$ cat src/hw/rtl/lamp_mode_and_current_trim_core_assert.svh
// Assertion macros for the lamp mode and current trim RTL.
// Each macro expects signals named clk and rst in the module that uses it.
`ifndef LAMP_MODE_AND_CURRENT_TRIM_CORE_ASSERT_SVH
`define LAMP_MODE_AND_CURRENT_TRIM_CORE_ASSERT_SVH
`ifndef SYNTHESIS
// Same-cycle implication.
`define LMCT_ASSERT_IMPL(lbl, ante, cons, msg) \
  lbl: assert property (@(posedge clk) disable iff (rst) (ante) |-> (cons)) else $error(msg);
// Next-cycle implication.
`define LMCT_ASSERT_NEXT(lbl, ante, cons, msg) \
  lbl: assert property (@(posedge clk) disable iff (rst) (ante) |=> (cons)) else $error(msg);
`else
`define LMCT_ASSERT_IMPL(lbl, ante, cons, msg)
`define LMCT_ASSERT_NEXT(lbl, ante, cons, msg)
`endif
`endif

$ cat src/hw/rtl/lmct_pkg.sv
package lmct_pkg;

  // Field widths.
  localparam int unsigned TargetW = 12;
  localparam int unsigned DacW    = 8;
  localparam int unsigned CountW  = 8;
  localparam int unsigned ShuntW  = 10;
  localparam int unsigned AddrW   = 5;
  localparam int unsigned DataW   = 32;

  // Regulation and trim limits.
  localparam logic [TargetW-1:0] TARGET_MAX = 12'hfff;
  localparam logic [TargetW-1:0] TARGET_MIN = 12'd10;
  localparam logic [DacW-1:0]    DAC_LO     = 8'd1;
  localparam logic [DacW-1:0]    DAC_HI     = 8'd255;
  localparam logic [DacW-1:0]    DAC_RESET  = 8'd5;
  localparam logic [CountW-1:0]  COUNT_MAX  = 8'd255;

  // The mode machine settles in this many passes per tick.
  localparam int unsigned MODE_PASSES = 4;

  // Register reset values.
  localparam logic [TargetW-1:0] UV_TARGET_RESET  = 12'd377;
  localparam logic [TargetW-1:0] WLO_TARGET_RESET = 12'd1280;
  localparam logic [TargetW-1:0] WHI_TARGET_RESET = 12'd350;
  localparam logic [DacW-1:0]    UV_DAC_RESET     = 8'd150;
  localparam logic [DacW-1:0]    WLO_DAC_RESET    = 8'd180;
  localparam logic [DacW-1:0]    WHI_DAC_RESET    = 8'd160;
  localparam logic [CountW-1:0]  LONG_HOLD_RESET  = 8'd20;
  localparam logic [CountW-1:0]  IDLE_LIMIT_RESET = 8'd50;

  // Register indexes.
  localparam logic [2:0] REG_UV_TARGET  = 3'd0;
  localparam logic [2:0] REG_WLO_TARGET = 3'd1;
  localparam logic [2:0] REG_WHI_TARGET = 3'd2;
  localparam logic [2:0] REG_UV_DAC     = 3'd3;
  localparam logic [2:0] REG_WLO_DAC    = 3'd4;
  localparam logic [2:0] REG_WHI_DAC    = 3'd5;
  localparam logic [2:0] REG_LONG_HOLD  = 3'd6;
  localparam logic [2:0] REG_IDLE_LIMIT = 3'd7;

  // Lamp mode codes as seen on the result.
  localparam logic [1:0] LAMP_OFF = 2'd0;
  localparam logic [1:0] LAMP_UV  = 2'd1;
  localparam logic [1:0] LAMP_WLO = 2'd2;
  localparam logic [1:0] LAMP_WHI = 2'd3;

  // Store entries of the lit modes.
  localparam logic [1:0] IDX_UV  = 2'd0;
  localparam logic [1:0] IDX_WLO = 2'd1;
  localparam logic [1:0] IDX_WHI = 2'd2;

  typedef enum logic [3:0] {
    MODE_OFF = 4'b0001,
    MODE_UV  = 4'b0010,
    MODE_WLO = 4'b0100,
    MODE_WHI = 4'b1000
  } mode_t;

  typedef struct packed {
    logic              uv_switch;
    logic              white_switch;
    logic              plus_switch;
    logic              minus_switch;
    logic              mem_switch;
    logic [ShuntW-1:0] shunt_current;
  } item_t;

  typedef struct packed {
    logic [DacW-1:0]    dac_value;
    logic [1:0]         lamp_mode;
    logic               power_off;
    logic               save_pulse;
    logic [TargetW-1:0] active_target;
  } result_t;

  typedef struct packed {
    logic [TargetW-1:0] uv_target_init;
    logic [TargetW-1:0] white_low_target_init;
    logic [TargetW-1:0] white_high_target_init;
    logic [DacW-1:0]    uv_dac_init;
    logic [DacW-1:0]    white_low_dac_init;
    logic [DacW-1:0]    white_high_dac_init;
    logic [CountW-1:0]  long_hold_ticks;
    logic [CountW-1:0]  idle_limit_ticks;
  } cfg_t;

  // One register write, seen by the stores that load on it.
  typedef struct packed {
    logic               en;
    logic [2:0]         idx;
    logic [TargetW-1:0] data;
  } cfg_wr_t;

  // Qualified switch events of one tick.
  typedef struct packed {
    logic uv_level;
    logic white_level;
    logic uv_edge;
    logic white_edge;
    logic white_long;
    logic plus_trim;
    logic minus_trim;
    logic mem_edge;
  } sw_qual_t;

  function automatic logic [CountW-1:0] sat_inc(logic [CountW-1:0] v);
    return (v == COUNT_MAX) ? v : v + 8'd1;
  endfunction

  function automatic logic [1:0] lamp_code(mode_t m);
    logic [1:0] code;
    case (m)
      MODE_UV:  code = LAMP_UV;
      MODE_WLO: code = LAMP_WLO;
      MODE_WHI: code = LAMP_WHI;
      default:  code = LAMP_OFF;
    endcase
    return code;
  endfunction

  function automatic logic [1:0] store_idx(mode_t m);
    logic [1:0] idx;
    case (m)
      MODE_WLO: idx = IDX_WLO;
      MODE_WHI: idx = IDX_WHI;
      default:  idx = IDX_UV;
    endcase
    return idx;
  endfunction

endpackage

$ cat src/hw/rtl/lmct_cfg.sv
module lmct_cfg (
  input  logic                         clk,
  input  logic                         rst,
  input  logic                         psel,
  input  logic                         penable,
  input  logic                         pwrite,
  input  logic [lmct_pkg::AddrW-1:0]   paddr,
  input  logic [lmct_pkg::DataW-1:0]   pwdata,
  output logic [lmct_pkg::DataW-1:0]   prdata,
  output logic                         pready,
  output lmct_pkg::cfg_t               cfg,
  output lmct_pkg::cfg_wr_t            cfg_wr
);
  import lmct_pkg::*;

  logic       wr_en;
  logic [2:0] idx;

  // A write transaction completes in its access cycle; there are no wait states.
  assign pready = 1'b1;
  assign wr_en  = psel && penable && pwrite;
  assign idx    = paddr[AddrW-1:2];

  // Store loads follow every target or start value write.
  assign cfg_wr.en   = wr_en;
  assign cfg_wr.idx  = idx;
  assign cfg_wr.data = pwdata[TargetW-1:0];

  // Register file.
  always_ff @(posedge clk) begin
    if (rst) begin
      cfg.uv_target_init         <= UV_TARGET_RESET;
      cfg.white_low_target_init  <= WLO_TARGET_RESET;
      cfg.white_high_target_init <= WHI_TARGET_RESET;
      cfg.uv_dac_init            <= UV_DAC_RESET;
      cfg.white_low_dac_init     <= WLO_DAC_RESET;
      cfg.white_high_dac_init    <= WHI_DAC_RESET;
      cfg.long_hold_ticks        <= LONG_HOLD_RESET;
      cfg.idle_limit_ticks       <= IDLE_LIMIT_RESET;
    end else if (wr_en) begin
      case (idx)
        REG_UV_TARGET:  cfg.uv_target_init         <= pwdata[TargetW-1:0];
        REG_WLO_TARGET: cfg.white_low_target_init  <= pwdata[TargetW-1:0];
        REG_WHI_TARGET: cfg.white_high_target_init <= pwdata[TargetW-1:0];
        REG_UV_DAC:     cfg.uv_dac_init            <= pwdata[DacW-1:0];
        REG_WLO_DAC:    cfg.white_low_dac_init     <= pwdata[DacW-1:0];
        REG_WHI_DAC:    cfg.white_high_dac_init    <= pwdata[DacW-1:0];
        REG_LONG_HOLD:  cfg.long_hold_ticks        <= pwdata[CountW-1:0];
        REG_IDLE_LIMIT: cfg.idle_limit_ticks       <= pwdata[CountW-1:0];
        default: ;
      endcase
    end
  end

  // Read data, zero extended.
  always_comb begin
    case (idx)
      REG_UV_TARGET:  prdata = {{(DataW-TargetW){1'b0}}, cfg.uv_target_init};
      REG_WLO_TARGET: prdata = {{(DataW-TargetW){1'b0}}, cfg.white_low_target_init};
      REG_WHI_TARGET: prdata = {{(DataW-TargetW){1'b0}}, cfg.white_high_target_init};
      REG_UV_DAC:     prdata = {{(DataW-DacW){1'b0}}, cfg.uv_dac_init};
      REG_WLO_DAC:    prdata = {{(DataW-DacW){1'b0}}, cfg.white_low_dac_init};
      REG_WHI_DAC:    prdata = {{(DataW-DacW){1'b0}}, cfg.white_high_dac_init};
      REG_LONG_HOLD:  prdata = {{(DataW-CountW){1'b0}}, cfg.long_hold_ticks};
      REG_IDLE_LIMIT: prdata = {{(DataW-CountW){1'b0}}, cfg.idle_limit_ticks};
      default:        prdata = '0;
    endcase
  end

endmodule

$ cat src/hw/rtl/lmct_switch.sv
module lmct_switch (
  input  logic                        clk,
  input  logic                        rst,
  input  logic                        step,
  input  lmct_pkg::item_t             item,
  input  logic [lmct_pkg::CountW-1:0] long_hold_ticks,
  output lmct_pkg::sw_qual_t          qual
);
  import lmct_pkg::*;

  // Switch order: uv, white, plus, minus, mem.
  localparam int unsigned NumSw   = 5;
  localparam int unsigned NumHold = NumSw - 1;

  logic [NumSw-1:0]  level;
  logic [NumSw-1:0]  press;
  logic [NumSw-1:0]  switch_prev;
  logic [CountW-1:0] hold_count [NumHold];
  logic [CountW-1:0] hold_count_next [NumHold];
  logic [NumHold-1:0] held;

  assign level = {item.mem_switch, item.minus_switch, item.plus_switch,
                  item.white_switch, item.uv_switch};
  assign press = level & ~switch_prev;

  // Hold counters for every switch but UV; a long hold needs count above the limit.
  always_comb begin
    for (int j = 0; j < NumHold; j++) begin
      hold_count_next[j] = level[j+1] ? sat_inc(hold_count[j]) : '0;
      held[j]            = level[j+1] && (hold_count_next[j] > long_hold_ticks);
    end
  end

  assign qual.uv_level    = level[0];
  assign qual.white_level = level[1];
  assign qual.uv_edge     = press[0];
  assign qual.white_edge  = press[1];
  assign qual.white_long  = held[0];
  assign qual.plus_trim   = press[2] || held[1];
  assign qual.minus_trim  = press[3] || held[2];
  assign qual.mem_edge    = press[4];

  // History advances once per tick.
  always_ff @(posedge clk) begin
    if (rst) begin
      switch_prev <= '0;
      for (int j = 0; j < NumHold; j++) begin
        hold_count[j] <= '0;
      end
    end else if (step) begin
      switch_prev <= level;
      hold_count  <= hold_count_next;
    end
  end

endmodule

$ cat src/hw/rtl/lmct_ctrl.sv
`include "lamp_mode_and_current_trim_core_assert.svh"

module lmct_ctrl (
  input  logic                        clk,
  input  logic                        rst,
  input  logic                        step,
  input  logic [lmct_pkg::ShuntW-1:0] shunt_current,
  input  lmct_pkg::sw_qual_t          qual,
  input  logic [lmct_pkg::CountW-1:0] idle_limit_ticks,
  input  lmct_pkg::cfg_wr_t           cfg_wr,
  output lmct_pkg::result_t           result
);
  import lmct_pkg::*;

  localparam int unsigned NumModes = 3;

  mode_t              mode_q;
  logic [DacW-1:0]    dac_q;
  logic [TargetW-1:0] target_q [NumModes];
  logic [DacW-1:0]    start_q [NumModes];
  logic               pend_uv_q;
  logic               pend_white_q;
  logic [CountW-1:0]  idle_count_q;
  logic               power_off_q;

  logic [1:0]         k;
  logic               lit;
  logic [TargetW-1:0] cur_target;
  logic [TargetW-1:0] shunt_ext;
  logic [DacW-1:0]    dac_step;
  logic [TargetW-1:0] target_next [NumModes];
  logic [DacW-1:0]    start_next [NumModes];
  logic [TargetW-1:0] target_load [NumModes];
  logic [DacW-1:0]    start_load [NumModes];
  logic               save;

  mode_t              mode_next;
  logic [DacW-1:0]    dac_next;
  logic               pend_uv_next;
  logic               pend_white_next;
  logic               long_v;
  logic [CountW-1:0]  idle_count_next;
  logic               power_off_next;

  assign k          = store_idx(mode_q);
  assign lit        = (mode_q != MODE_OFF);
  assign cur_target = target_q[k];
  assign shunt_ext  = {{(TargetW-ShuntW){1'b0}}, shunt_current};

  // Regulation: the loop is inverted, so a low current steps the DAC down.
  always_comb begin
    dac_step = dac_q;
    if (lit) begin
      if (shunt_ext < cur_target) begin
        if (dac_q > DAC_LO) begin
          dac_step = dac_q - 8'd1;
        end
      end else if (shunt_ext > cur_target) begin
        if (dac_q < DAC_HI) begin
          dac_step = dac_q + 8'd1;
        end
      end
    end
  end

  // Trim and memorize: plus wins over minus, and mem acts only without a trim.
  always_comb begin
    target_next = target_q;
    start_next  = start_q;
    save        = 1'b0;
    if (lit) begin
      if (qual.plus_trim) begin
        if (cur_target < TARGET_MAX) begin
          target_next[k] = cur_target + 12'd1;
        end
      end else if (qual.minus_trim) begin
        if (cur_target > TARGET_MIN) begin
          target_next[k] = cur_target - 12'd1;
        end
      end else if (qual.mem_edge) begin
        start_next[k] = dac_step;
        save          = 1'b1;
      end
    end
  end

  // Store contents for the next cycle: the tick's update, then any register write.
  always_comb begin
    if (step) begin
      target_load = target_next;
      start_load  = start_next;
    end else begin
      target_load = target_q;
      start_load  = start_q;
    end
    if (cfg_wr.en) begin
      case (cfg_wr.idx)
        REG_UV_TARGET:  target_load[IDX_UV]  = cfg_wr.data;
        REG_WLO_TARGET: target_load[IDX_WLO] = cfg_wr.data;
        REG_WHI_TARGET: target_load[IDX_WHI] = cfg_wr.data;
        REG_UV_DAC:     start_load[IDX_UV]   = cfg_wr.data[DacW-1:0];
        REG_WLO_DAC:    start_load[IDX_WLO]  = cfg_wr.data[DacW-1:0];
        REG_WHI_DAC:    start_load[IDX_WHI]  = cfg_wr.data[DacW-1:0];
        default: ;
      endcase
    end
  end

  // Mode machine, settled over a fixed number of passes per tick.
  always_comb begin
    mode_next       = mode_q;
    dac_next        = dac_step;
    pend_uv_next    = qual.uv_level && (pend_uv_q || qual.uv_edge);
    pend_white_next = qual.white_level && (pend_white_q || qual.white_edge);
    long_v          = qual.white_long;
    idle_count_next = sat_inc(idle_count_q);
    power_off_next  = power_off_q;
    for (int p = 0; p < MODE_PASSES; p++) begin
      if (mode_next == MODE_OFF) begin
        if (pend_uv_next) begin
          pend_uv_next = 1'b0;
          mode_next    = MODE_UV;
          dac_next     = start_next[IDX_UV];
        end else if (pend_white_next) begin
          pend_white_next = 1'b0;
          mode_next       = MODE_WLO;
          dac_next        = start_next[IDX_WLO];
        end else if (long_v) begin
          long_v    = 1'b0;
          mode_next = MODE_WHI;
          dac_next  = start_next[IDX_WHI];
        end
        if (idle_count_next > idle_limit_ticks) begin
          power_off_next = 1'b1;
        end
      end else begin
        idle_count_next = '0;
        if (pend_uv_next || pend_white_next) begin
          pend_uv_next    = 1'b0;
          pend_white_next = 1'b0;
          mode_next       = MODE_OFF;
        end else if (mode_next == MODE_WLO && long_v) begin
          long_v    = 1'b0;
          mode_next = MODE_WHI;
        end
      end
    end
  end

  assign result.dac_value     = dac_step;
  assign result.lamp_mode     = lamp_code(mode_next);
  assign result.power_off     = power_off_next;
  assign result.save_pulse    = save;
  assign result.active_target = lit ? cur_target : '0;

  // State update per tick; the stores also take register writes.
  always_ff @(posedge clk) begin
    if (rst) begin
      mode_q        <= MODE_OFF;
      dac_q         <= DAC_RESET;
      target_q[0]   <= UV_TARGET_RESET;
      target_q[1]   <= WLO_TARGET_RESET;
      target_q[2]   <= WHI_TARGET_RESET;
      start_q[0]    <= UV_DAC_RESET;
      start_q[1]    <= WLO_DAC_RESET;
      start_q[2]    <= WHI_DAC_RESET;
      pend_uv_q     <= 1'b0;
      pend_white_q  <= 1'b0;
      idle_count_q  <= '0;
      power_off_q   <= 1'b0;
    end else begin
      target_q <= target_load;
      start_q  <= start_load;
      if (step) begin
        mode_q       <= mode_next;
        dac_q        <= dac_next;
        pend_uv_q    <= pend_uv_next;
        pend_white_q <= pend_white_next;
        idle_count_q <= idle_count_next;
        power_off_q  <= power_off_next;
      end
    end
  end

  // The power-off request is sticky until reset.
  `LMCT_ASSERT_NEXT(a_power_off_sticky, power_off_q, power_off_q, "power-off request dropped")
  // Any tick that starts lit leaves the idle counter cleared.
  `LMCT_ASSERT_NEXT(a_idle_clear_lit, step && lit, idle_count_q == '0, "idle count not cleared")
  // A tick that starts off regulates nothing and never saves.
  `LMCT_ASSERT_IMPL(a_off_quiet, !lit, !save && result.active_target == '0, "off tick active")

endmodule

$ cat src/hw/rtl/lamp_mode_and_current_trim_core.sv
// Lamp mode and current trim core. Each item is one 100 ms tick carrying five switch
// levels and a shunt current sample; each accepted item yields exactly one result with
// the DAC code, lamp mode, power-off request, save pulse and active target. The core
// takes one item per clock cycle while the result side is not stalled: an item waits in
// the input register, where switch qualification, regulation, trim and the mode machine
// are evaluated combinationally, and its result is loaded into the output register when
// that register is free or being drained. Registers are written over the APB port with
// no wait states; target and start DAC writes also load the live store entry, so they
// belong to idle periods.
module lamp_mode_and_current_trim_core (
  input  logic                       clk,
  input  logic                       rst,
  input  logic                       item_valid,
  output logic                       item_ready,
  input  lmct_pkg::item_t            item,
  output logic                       result_valid,
  input  logic                       result_ready,
  output lmct_pkg::result_t          result,
  input  logic                       psel,
  input  logic                       penable,
  input  logic                       pwrite,
  input  logic [lmct_pkg::AddrW-1:0] paddr,
  input  logic [lmct_pkg::DataW-1:0] pwdata,
  output logic [lmct_pkg::DataW-1:0] prdata,
  output logic                       pready
);
  import lmct_pkg::*;

  logic     s1_valid;
  item_t    s1_item;
  logic     advance;
  cfg_t     cfg;
  cfg_wr_t  cfg_wr;
  sw_qual_t qual;
  result_t  ctrl_result;

  // The input register moves on whenever the output register is free or being drained.
  assign advance    = s1_valid && (!result_valid || result_ready);
  assign item_ready = !s1_valid || advance;

  lmct_cfg u_cfg (
    .clk     (clk),
    .rst     (rst),
    .psel    (psel),
    .penable (penable),
    .pwrite  (pwrite),
    .paddr   (paddr),
    .pwdata  (pwdata),
    .prdata  (prdata),
    .pready  (pready),
    .cfg     (cfg),
    .cfg_wr  (cfg_wr)
  );

  lmct_switch u_switch (
    .clk             (clk),
    .rst             (rst),
    .step            (advance),
    .item            (s1_item),
    .long_hold_ticks (cfg.long_hold_ticks),
    .qual            (qual)
  );

  lmct_ctrl u_ctrl (
    .clk              (clk),
    .rst              (rst),
    .step             (advance),
    .shunt_current    (s1_item.shunt_current),
    .qual             (qual),
    .idle_limit_ticks (cfg.idle_limit_ticks),
    .cfg_wr           (cfg_wr),
    .result           (ctrl_result)
  );

  // Input and output register control.
  always_ff @(posedge clk) begin
    if (rst) begin
      s1_valid     <= 1'b0;
      result_valid <= 1'b0;
    end else begin
      if (item_ready) begin
        s1_valid <= item_valid;
      end
      if (advance) begin
        result_valid <= 1'b1;
      end else if (result_ready) begin
        result_valid <= 1'b0;
      end
    end
  end

  // Payload registers load on an input transaction and on each tick that completes.
  always_ff @(posedge clk) begin
    if (item_valid && item_ready) begin
      s1_item <= item;
    end
    if (advance) begin
      result <= ctrl_result;
    end
  end

endmodule
$ cat config.mk
export PLATFORM = sky130hd
export DESIGN_NAME = lamp_mode_and_current_trim_core
export DESIGN_NICKNAME = d
export VERILOG_FILES = /design/src/hw/rtl/lmct_pkg.sv /design/src/hw/rtl/lmct_cfg.sv /design/src/hw/rtl/lmct_switch.sv /design/src/hw/rtl/lmct_ctrl.sv /design/src/hw/rtl/lamp_mode_and_current_trim_core.sv
export VERILOG_INCLUDE_DIRS = /design/src /design/src/hw/rtl
export SDC_FILE = /design/constraint.sdc
export NUM_CORES = 1
export LEC_CHECK = 0
export ABC_AREA = 1
export BUFFER_PORTS_ARGS = -buffer_cell sky130_fd_sc_hd__buf_2
export CAP_MARGIN = 20
export CORE_MARGIN = 3
export CORE_UTILIZATION = 61
export CTS_CLUSTER_SIZE = 40
export DETAILED_ROUTE_END_ITERATION = 10
export PLACE_DENSITY = 0.81
export SLEW_MARGIN = 40
export SYNTH_ARGS = -nofsm -noshare
export SYNTH_HDL_FRONTEND = slang
export SYNTH_SLANG_ARGS = --single-unit
$ cat constraint.sdc
create_clock -name clk -period 12.76 [get_ports clk]
set_input_delay 1.914 -clock clk [delete_from_list [all_inputs] [get_ports clk]]
set_output_delay 1.914 -clock clk [all_outputs]
set_load 0.1 [all_outputs]
==> flow_metrics.env <==
export IMPL_routed_via_density=6.01
export IMPL_grt_start_max_net_pins=83
export IMPL_finalHoldViolCount=0
export IMPL_post_synth_top_area_cell="dfxtp_1"
export IMPL_crit_reg2reg_capture="u_ctrl.power_off_q"
export IMPL_power_share_clock_pct=37.9
export IMPL_register_clock_pin_slew_on_the_reported_worst_setup_and_hold_paths_ns=0.06
export IMPL_synth_yosys_seq_area_share_pct=34.1
export IMPL_worstHoldEndpoint="u_ctrl.pend_uv_q"
export IMPL_initialDrtViolationCount=1600
export IMPL_hold_path_class="register to register"
export IMPL_syn_avg_cell_area_um2=6.94
export IMPL_final_setup_skew_ns=0.0118
export IMPL_rsz0062_at_grt="false"
export IMPL_route_detailed_drc=0
export IMPL_cts_htree_levels=1
export IMPL_grt_pass1_vias=13700
export IMPL_p_int_mw=1.34
export IMPL_final_estimated_routing_congestion_in_global_placement=0.953
export IMPL_power_static_leakage_nw=7.10
export IMPL_clock_root_buffer="clkbuf_16"
export IMPL_holdCritStartpoint="u_ctrl.pend_uv_q"
export IMPL_endpoint_kind="output port"
export IMPL_num_nets_final=2266
export IMPL_final_hold_worst_slack_ns=0.446
export IMPL_placed_area_um2=15000
export IMPL_number_of_hold_buffers_added_after_cts=0
export IMPL_synth_top_cells_by_area="dfxtp_1, nand2_1, a21oi_1"
export IMPL_final_fill_count=1951
export IMPL_cts_post_setup_buffers_inserted=0
export IMPL_crit_reg2reg_launch="u_switch.hold_count[24]"
export IMPL_setup_worst_path_start_class="primary input"
export IMPL_drt_antenna_violating_nets=0
export IMPL_worst_pin_slew_ns=0.814
export IMPL_worst_r2r_path_depth=30
export IMPL_timing_setup_critical_path_class="primary input to output port"
export IMPL_starting_density_pct=63.3
export IMPL_io_buffer_count=74
export IMPL_wl_per_cell_um=17.6
export IMPL_post_route_cell_area_um2=15900
export IMPL_outcome="completed"
export IMPL_cp_data_required_time_ns=10.85
export IMPL_ff2ff_setup_slack_ns=7.10
export IMPL_netSwitchingFraction_pct=32.8
export IMPL_worstPathMaxFanout=7
export IMPL_cts_buffers=25
export IMPL_post_synth_edffs=39
export IMPL_floorplan_io_pins=118
export IMPL_timing_hold_worst_path_depth=2
export IMPL_cts_tree="done"
export IMPL_clock_tree_buffer_depth=3
export IMPL_final_max_slew_viol_count=0
export IMPL_row_count=55
export IMPL_finalWirelength_mm=43.4
export IMPL_final_layout_size_suffix_gt1_share_pct=9.95
export IMPL_fraction_of_registers_with_async_set_or_reset_after_synthesis_pct=0
export IMPL_post_cts_resized=0
export IMPL_die_outline_area_um2=25800
export IMPL_coreArea_um2=23100
export IMPL_first_pass_grt_wire_length_mm=69.7
export IMPL_powerDensity_nw_per_um2=125
export IMPL_timing_max_slew_rel_slack_pct=45.7
export IMPL_synth_ff_type="dfxtp_1"
export IMPL_combinationalPowerShare_pct=22.2
export IMPL_detailedRoute_firstPassIterationCount=6
export IMPL_post_synth_inst_count=2105
export IMPL_via_count=14800
export IMPL_synth_distinct_cells=56
export IMPL_cts_sinks=229
export IMPL_power_net_switching_mw=0.653
export IMPL_synth_top_area_share_pct=26.1
export IMPL_synthTopCellsByCount="nand2_1, a21oi_1, inv_1"
export IMPL_detailedPlacementHpwl_mm=31.3
export IMPL_globalRoute_totalOverflow=0
export IMPL_seq_power_share_pct=39.9
export IMPL_horizontal_die_dimension_um=161
export IMPL_cap_viol_max_count=0
export IMPL_ys_ff_latch=229
export IMPL_post_route_period_util_pct=47.1
export IMPL_die_h_um=161
export IMPL_arrival_time_at_the_worst_endpoint_ns=4.10
export IMPL_syn_area_um2=14600
export IMPL_fmax_ghz=0.166
export IMPL_vdd_ir_drop_worst_mv=0.109
export IMPL_antenna_violations_before_repair=2
export IMPL_tns_ns=0
export IMPL_ys_warnings_count=0
export IMPL_clk_latency_ns=0.54
export IMPL_yosysMostFrequentCell="nand2_1"
export IMPL_global_route_usage_total_pct=32.8
export IMPL_setup_viol=0
export IMPL_final_min_clock_period_ns=6.01
export IMPL_area_delta_synth_final_pct=8.86
-- layout by cell type, fill, tap and decap left out, drive strengths merged, types with 55 or more instances in the layout --
cell,n
dfxtp,190
inv,255
a21oi,241
nand2,456
o211ai,55
buf,89
ha,76
nor2,171
o21ai,212
nand3,109
-- power groups by stage --
stage,Combinational (mW),Clock (mW),Sequential (mW)
2_1_floorplan,0.304,0,0.840
3_3_place_gp,0.420,0,0.807
3_5_place_dp,0.430,0,0.808
4_1_cts,0.432,0.757,0.792
5_1_grt,0.482,0.786,0.796
6_report,0.442,0.755,0.793
-- per-stage QoR --
stage | power [mW] | std cells | util (%) | worst slack, ns
CTS | 1.98 | 2463 | 68.9 | 6.92
finish | 1.99 | 2464 | 68.9 | 6.75
detailed placement | 1.24 | 2417 | 65.1 | 6.92
floorplan | 1.14 | 2124 | - | 6.68
global route | 2.06 | 2464 | 68.9 | 6.52
global placement | 1.23 | 2417 | 65.1 | 6.50
-- per-layer routing --
metal / vias up / wire length [um] / global-route usage (%)
li1: 7093 / - / -
met1: 6848 / 18200 / 44.7
met2: 722 / 18800 / 50.6
met3: 133 / 4370 / 6.47
met4: 2 / 1980 / 14.7
met5: - / 8 / 0
-- flip-flops by register name (all words and copies together), names as in the netlist, 4 cells and up --
name                  count
u_switch.switch_prev      5
u_ctrl.mode_q             4
s1_item                  15
u_switch.hold_count      24
u_ctrl.idle_count_q       8
u_ctrl.start_q           24
u_ctrl.target_q          36
result                   24
u_ctrl.dac_q              8
u_cfg.cfg                76
-- layout make-up --
class / count / area [um2] / area share, %
clock buffers: 39 / 771 / 4.85
well taps: 313 / 392 / 2.46
inverters: 256 / 968 / 6.09
multi-input cells: 1530 / 8210 / 51.6
repair buffers: 89 / 489 / 3.08
clock inverters: 7 / 88.8 / 0.559
flip-flops and latches: 229 / 4970 / 31.3
diodes: 1 / 2.50 / 0.0157
-- how the worst max path moves through the flow --
stage / cells past startpoint / start / slack, ns / end
floorplan: 4 / paddr[3] / 6.68 / prdata[8]
global placement: 8 / paddr[3] / 6.50 / prdata[4]
detailed placement: 8 / paddr[4] / 6.92 / prdata[5]
CTS: 8 / paddr[4] / 6.92 / prdata[5]
global route: 32 / u_switch.hold_count[24] / 6.52 / u_ctrl.power_off_q
finish: 8 / paddr[3] / 6.75 / prdata[4]
-- critical path, stage by stage --
cell      delay [ns]
buf_2           0.16
inv_1           0.11
nor3_2          0.55
inv_1           0.35
o22ai_1         0.24
a21oi_1         0.06
o211ai_1        0.20
buf_2           0.51
-- cells by family (layout without fill, tap and decap cells) --
kind of cell | Yosys count | in the layout | synth area share [%]
and+or+nand+nor | 809 | 809 | 23.8
AOI/OAI and AO/OA | 589 | 589 | 23.0
buffers and inverters | 365 | 391 | 10.4
DFF | 229 | 229 | 34.1
adders and majority gates | 76 | 76 | 6.51
xor gates and xnor gates | 35 | 35 | 2.10
other | 2 | 22 | 0.0514
Note: power is estimated with default switching activity, not from simulation.
